### src/sv/tpc_pkg.sv
// ---------------------------------------------------------------------------
// tpc_pkg: shared types and constants of the triangle plane clipper
// Corner and job records, register indexes, clip cases and back-end states.
// ---------------------------------------------------------------------------
package tpc_pkg;

    localparam int DIST_W = 51;
    localparam int RFRAC  = 30;

    typedef struct packed {
        logic signed [31:0] x;
        logic signed [31:0] y;
        logic signed [31:0] z;
    } vec_t;

    typedef logic signed [DIST_W-1:0] dist_t;

    typedef struct packed {
        vec_t  [2:0] v;
        dist_t [2:0] d;
        logic  [2:0] rm;
    } job_t;

    localparam logic [2:0] CFG_PX = 3'd0;
    localparam logic [2:0] CFG_PY = 3'd1;
    localparam logic [2:0] CFG_PZ = 3'd2;
    localparam logic [2:0] CFG_NX = 3'd3;
    localparam logic [2:0] CFG_NY = 3'd4;
    localparam logic [2:0] CFG_NZ = 3'd5;

    localparam logic [1:0] CC_KEEP = 2'd0;
    localparam logic [1:0] CC_ONE  = 2'd1;
    localparam logic [1:0] CC_TWO  = 2'd2;

    typedef enum logic [2:0] {
        BS_IDLE,
        BS_SETUP,
        BS_DIV,
        BS_MUL,
        BS_FIN,
        BS_EMIT
    } back_state_t;

    function automatic logic [1:0] succ(input logic [1:0] i);
        succ = (i == 2'd2) ? 2'd0 : i + 2'd1;
    endfunction

endpackage

### src/sv/tpc_queue.sv
// ---------------------------------------------------------------------------
// tpc_queue: short job queue between classifier and clipping engine
// First-word-fall-through, read at the head pointer.
// ---------------------------------------------------------------------------
module tpc_queue
    import tpc_pkg::*;
#(
    parameter int DEPTH = 4
)
(
    input  logic                         clk,
    input  logic                         rst_n,
    input  logic                         wr_en,
    input  job_t                         wr_data,
    input  logic                         rd_en,
    output job_t                         rd_data,
    output logic                         empty,
    output logic [$clog2(DEPTH+1)-1:0]   count
);

    localparam int AW = (DEPTH > 1) ? $clog2(DEPTH) : 1;
    localparam int CW = $clog2(DEPTH + 1);

    job_t          mem [DEPTH];
    logic [AW-1:0] wp_reg, rp_reg;
    logic [CW-1:0] cnt_reg;

    function automatic logic [AW-1:0] bump(input logic [AW-1:0] p);
        bump = (p == AW'(DEPTH - 1)) ? '0 : p + 1'b1;
    endfunction

    always_ff @(posedge clk or negedge rst_n)
    begin
        if (!rst_n)
        begin
            wp_reg  <= '0;
            rp_reg  <= '0;
            cnt_reg <= '0;
        end
        else
        begin
            if (wr_en)
                wp_reg <= bump(wp_reg);
            if (rd_en)
                rp_reg <= bump(rp_reg);
            cnt_reg <= cnt_reg + CW'(wr_en) - CW'(rd_en);
        end
    end

    always_ff @(posedge clk)
    begin
        if (wr_en)
            mem[wp_reg] <= wr_data;
    end

    assign rd_data = mem[rp_reg];
    assign empty   = (cnt_reg == '0);
    assign count   = cnt_reg;

endmodule

### config.mk
export PLATFORM = sky130hd
export DESIGN_NAME = tpc_queue
export DESIGN_NICKNAME = d
export VERILOG_FILES = /design/src/sv/tpc_pkg.sv /design/src/sv/tpc_queue.sv
export SDC_FILE = /design/constraint.sdc
export NUM_CORES = 1
export LEC_CHECK = 0
export ABC_AREA = 0
export BUFFER_PORTS_ARGS = -buffer_cell sky130_fd_sc_hd__clkbuf_2
export CORE_MARGIN = 2
export CORE_UTILIZATION = 40
export CTS_CLUSTER_DIAMETER = 120
export DETAILED_ROUTE_END_ITERATION = 10
export PLACE_DENSITY = 0.67
export SKIP_LAST_GASP = 1
export SLEW_MARGIN = 20
export SYNTH_ARGS = -nofsm -noshare
export SYNTH_HDL_FRONTEND = slang
export SYNTH_SLANG_ARGS = --single-unit
### constraint.sdc
create_clock -name clk -period 16.4 [get_ports clk]
set_clock_uncertainty 0.2 [all_clocks]
set_input_delay 0.82 -clock clk [delete_from_list [all_inputs] [get_ports clk]]
set_output_delay 0.82 -clock clk [all_outputs]
set_load 0.01 [all_outputs]
==> run_summary.xml <==
<?xml version="1.0" encoding="UTF-8"?>
<metrics>
  <group name="status">
    <metric name="run_status" unit="">complete, no violations</metric>
  </group>
  <group name="die">
    <metric name="floorplan.die.height" unit="µm">410.8</metric>
    <metric name="die_area" unit="µm²">168700</metric>
    <metric name="placeableCoreArea" unit="µm²">164600</metric>
    <metric name="die_x" unit="µm">410.8</metric>
    <metric name="i_o_pin_cnt" unit="">896</metric>
    <metric name="fp-row-count" unit="">149</metric>
    <metric name="start_util" unit="">0.4020</metric>
  </group>
  <group name="clock_network">
    <metric name="worst_skew_pair.late_latency" unit="ps">810</metric>
    <metric name="cts_hold_repair.buffers" unit="">439</metric>
    <metric name="path_clk_slew" unit="ps">60</metric>
    <metric name="cts_tree" unit="">done</metric>
    <metric name="clock-root-buffer" unit="">clkbuf_16</metric>
    <metric name="cts.repair.resized" unit="">0</metric>
    <metric name="htree_levels" unit="">4</metric>
    <metric name="clk_sinks" unit="">1783</metric>
    <metric name="clockBufferDepth" unit="">3</metric>
    <metric name="cts_setup_buffers" unit="">0</metric>
    <metric name="cts_inserted_buffers" unit="">178</metric>
  </group>
  <group name="sta">
    <metric name="worst_hold_slack" unit="ps">92.42</metric>
    <metric name="worstMarginPinSlew" unit="ps">1109</metric>
    <metric name="slew-limit-headroom" unit="">0.2610</metric>
    <metric name="rsz0062_at_grt" unit="">false</metric>
    <metric name="timing.final.crit_share" unit="">0.3701</metric>
    <metric name="setup_viol_count_final" unit="">0</metric>
    <metric name="max_freq" unit="GHz">0.1648</metric>
    <metric name="fin_tns_setup" unit="ps">0</metric>
    <metric name="maxSlewViolCount" unit="">0</metric>
    <metric name="period_needed" unit="ps">6069</metric>
    <metric name="final_hold_viol_count" unit="">0</metric>
  </group>
  <group name="layout">
    <metric name="most_frequent_cells_in_the_layout" unit="">edfxtp_1 (1,776), clkbuf_2 (895), dlygate4sd3_1 (439), mux4_1 (437), clkbuf_16 (181)</metric>
    <metric name="stdcell_area" unit="µm²">83030</metric>
    <metric name="layout.cells.most_common" unit="">edfxtp_1</metric>
    <metric name="syn_to_final_growth" unit="%">25.46</metric>
    <metric name="final.fill_count" unit="">12692</metric>
    <metric name="drive_above_1_share" unit="">0.3003</metric>
    <metric name="sequential_cell_area" unit="µm²">53510</metric>
    <metric name="largest_reg_flops" unit="">1776</metric>
    <metric name="nets" unit="">4258</metric>
    <metric name="largest_register" unit="">mem</metric>
    <metric name="final_core_util" unit="">0.5044</metric>
    <metric name="multi_input_area" unit="µm²">11850</metric>
  </group>
  <group name="critical_path">
    <metric name="r2r_cells" unit="">6</metric>
    <metric name="worstPathMaxFanout" unit="">52</metric>
    <metric name="arrival_time_at_the_worst_endpoint" unit="ps">5050</metric>
    <metric name="regToRegStartpoint" unit="">wp_reg[0]$_DFFE_PN0P_</metric>
    <metric name="timing.rr.end" unit="">mem[0][285]$_DFFE_PP_</metric>
    <metric name="cp.required" unit="ps">15380</metric>
    <metric name="regToRegSetupSlack" unit="ps">11690</metric>
    <metric name="critical_path_class" unit="">flop to primary output</metric>
    <metric name="end_kind" unit="">primary output</metric>
    <metric name="worstSetupStartpointType" unit="">flop</metric>
  </group>
  <group name="global_routing">
    <metric name="grt_overflow" unit="">0</metric>
    <metric name="first_global_vias" unit="">32318</metric>
    <metric name="grt_antenna_before_repair" unit="">33</metric>
    <metric name="grt_max_degree" unit="">144</metric>
    <metric name="grt_first_pass_wirelength" unit="µm">213700</metric>
    <metric name="grt_util_all_layers" unit="">0.1707</metric>
  </group>
  <group name="power">
    <metric name="combinational_share_of_power" unit="">0.279</metric>
    <metric name="total_power" unit="mW">13.70</metric>
    <metric name="power.sequential.fraction" unit="">0.439</metric>
    <metric name="power-per-cell-area" unit="nW/µm²">165.0</metric>
    <metric name="power.share.switching" unit="">0.2983</metric>
    <metric name="power.share.clock" unit="">0.281</metric>
    <metric name="total_switching_power" unit="mW">4.086</metric>
    <metric name="vdd.ir_drop.worst" unit="mV">0.1219</metric>
    <metric name="power_report.internal_total" unit="mW">9.613</metric>
    <metric name="power.static_leakage" unit="nW">29.55</metric>
  </group>
  <group name="detailed_routing">
    <metric name="drtAntennaViolNets" unit="">0</metric>
    <metric name="num_vias" unit="">31603</metric>
    <metric name="drtIter0Drc" unit="">2405</metric>
    <metric name="drc_errors" unit="">0</metric>
    <metric name="drt-wirelength-per-cell" unit="µm">23.97</metric>
    <metric name="drt_pass1_iterations" unit="">5</metric>
    <metric name="viasPerCell" unit="">5.124</metric>
    <metric name="drt_wl_total" unit="µm">147900</metric>
  </group>
  <group name="logic_synthesis">
    <metric name="syn-instance-count" unit="">2354</metric>
    <metric name="synth_cell_types" unit="">19</metric>
    <metric name="synth.top_cells.by_area" unit="">edfxtp_1 (81%), mux4_1 (17%), buf_6 (0.77%), buf_2 (0.26%), dfrtp_1 (0.26%)</metric>
    <metric name="yosys_warnings" unit="">0</metric>
    <metric name="synth_top_cell_by_area" unit="">edfxtp_1</metric>
    <metric name="synth.yosys.seq_area_share" unit="">0.8085</metric>
    <metric name="synth-seq-cells" unit="">1783</metric>
    <metric name="syn_avg_cell_area" unit="µm²">28.11</metric>
    <metric name="synth_top_cell_area_share" unit="">0.8058</metric>
    <metric name="post_synth_instance_area" unit="µm²">66180</metric>
    <metric name="synth_nets" unit="">2810</metric>
  </group>
  <group name="flow_run">
    <metric name="cap_violations" unit="">0</metric>
  </group>
  <group name="placement">
    <metric name="place_congestion" unit="">0.7934</metric>
    <metric name="dpl_cell_area" unit="µm²">72970</metric>
    <metric name="place.detailed.hpwl" unit="µm">91700</metric>
    <metric name="port_buffers" unit="">895</metric>
  </group>
  <group name="hold_path">
    <metric name="hold-path-cell-count" unit="">1</metric>
    <metric name="timing.hold.worst.start" unit="">wr_data[347]</metric>
    <metric name="min_to" unit="">mem[2][347]$_DFFE_PP_</metric>
    <metric name="hp-class" unit="">primary input to flop</metric>
  </group>
</metrics>
[how the worst max path moves through the flow]
| stage | start | end | slack [ps] |
|---|---|---|---|
| 2_1_floorplan | wr_en | mem[2][0]$_DFFE_PP_ | 4540 |
| 3_3_place_gp | rp_reg[0]$_DFFE_PN0P_ | rd_data[366] | 11100 |
| 3_5_place_dp | rp_reg[0]$_DFFE_PN0P_ | rd_data[366] | 11100 |
| 4_1_cts | rp_reg[0]$_DFFE_PN0P_ | rd_data[366] | 10170 |
| 5_1_grt | rp_reg[0]$_DFFE_PN0P_ | rd_data[366] | 10070 |
| 6_report | rp_reg[0]$_DFFE_PN0P_ | rd_data[366] | 10330 |
[per-layer routing]
layer  track usage  vias up  part of all wire  routed length [µm]
met5             0        -           0.00069                 102
met4       0.05236       16             0.023                3366
met2        0.2741     1143              0.49               71980
met3       0.06254      207             0.089               13100
li1              -    13709                 -                   -
met1        0.2168    16528              0.40               59310
[critical path, stage by stage (launching register included)]
cell and delay (ps):
dfrtp_4 940, buf_4 700, buf_4 740, buf_4 770
mux4_1 690, clkbuf_2 190
[synthesized netlist by cell type]
master    count
edfxtp_1   1776
mux4_1      437
buf_6        45
buf_2        35
clkbuf_1     14
dfrtp_1       7
ha_1          7
mux4_2        7
inv_1         6
buf_8         5
and2_1        4
mux2_2        2
o21ai_0       2
xnor2_1       2
fa_1          1
nand2_1       1
nor2_1        1
nor3_1        1
or3b_2        1
[logic make-up after synthesis]
group | share of synthesized area
DFF | 0.8085
and+or+nand+nor | 0.0006993
adders and majority gates | 0.001626
muxes | 0.1762
xor gates and xnor gates | 0.0002647
buffers and inverters | 0.01257
AOI/OAI and AO/OA | 0.0001512
[final cells by class]
class,count,area share
Sequential cell,1783,0.6445
Multi-Input combinational cell,466,0.1428
Timing Repair Buffer,1367,0.1112
Clock buffer,225,0.05654
Tap cell,2189,0.03299
Clock inverter,99,0.01071
Antenna cell,33,0.0009946
Inverter,6,0.0002712
[stage by stage]
stage,std cells,setup slack (ps)
3_3_place_gp,5372,11100
5_1_grt,6157,10070
3_5_place_dp,5372,11100
4_1_cts,6135,10170
2_1_floorplan,2354,4541
6_report,6168,10330
[power groups by stage]
| stage | clock, mW | combinational, mW | sequential [mW] |
|---|---|---|---|
| 2_1_floorplan | 0 | 2.32 | 6.39 |
| 3_3_place_gp | 0 | 3.77 | 6.08 |
| 3_5_place_dp | 0 | 3.78 | 6.12 |
| 4_1_cts | 3.94 | 3.88 | 6.03 |
| 5_1_grt | 4.12 | 4.04 | 6.08 |
| 6_report | 3.86 | 3.82 | 6.02 |
Note: power is estimated with default switching activity, not from simulation.
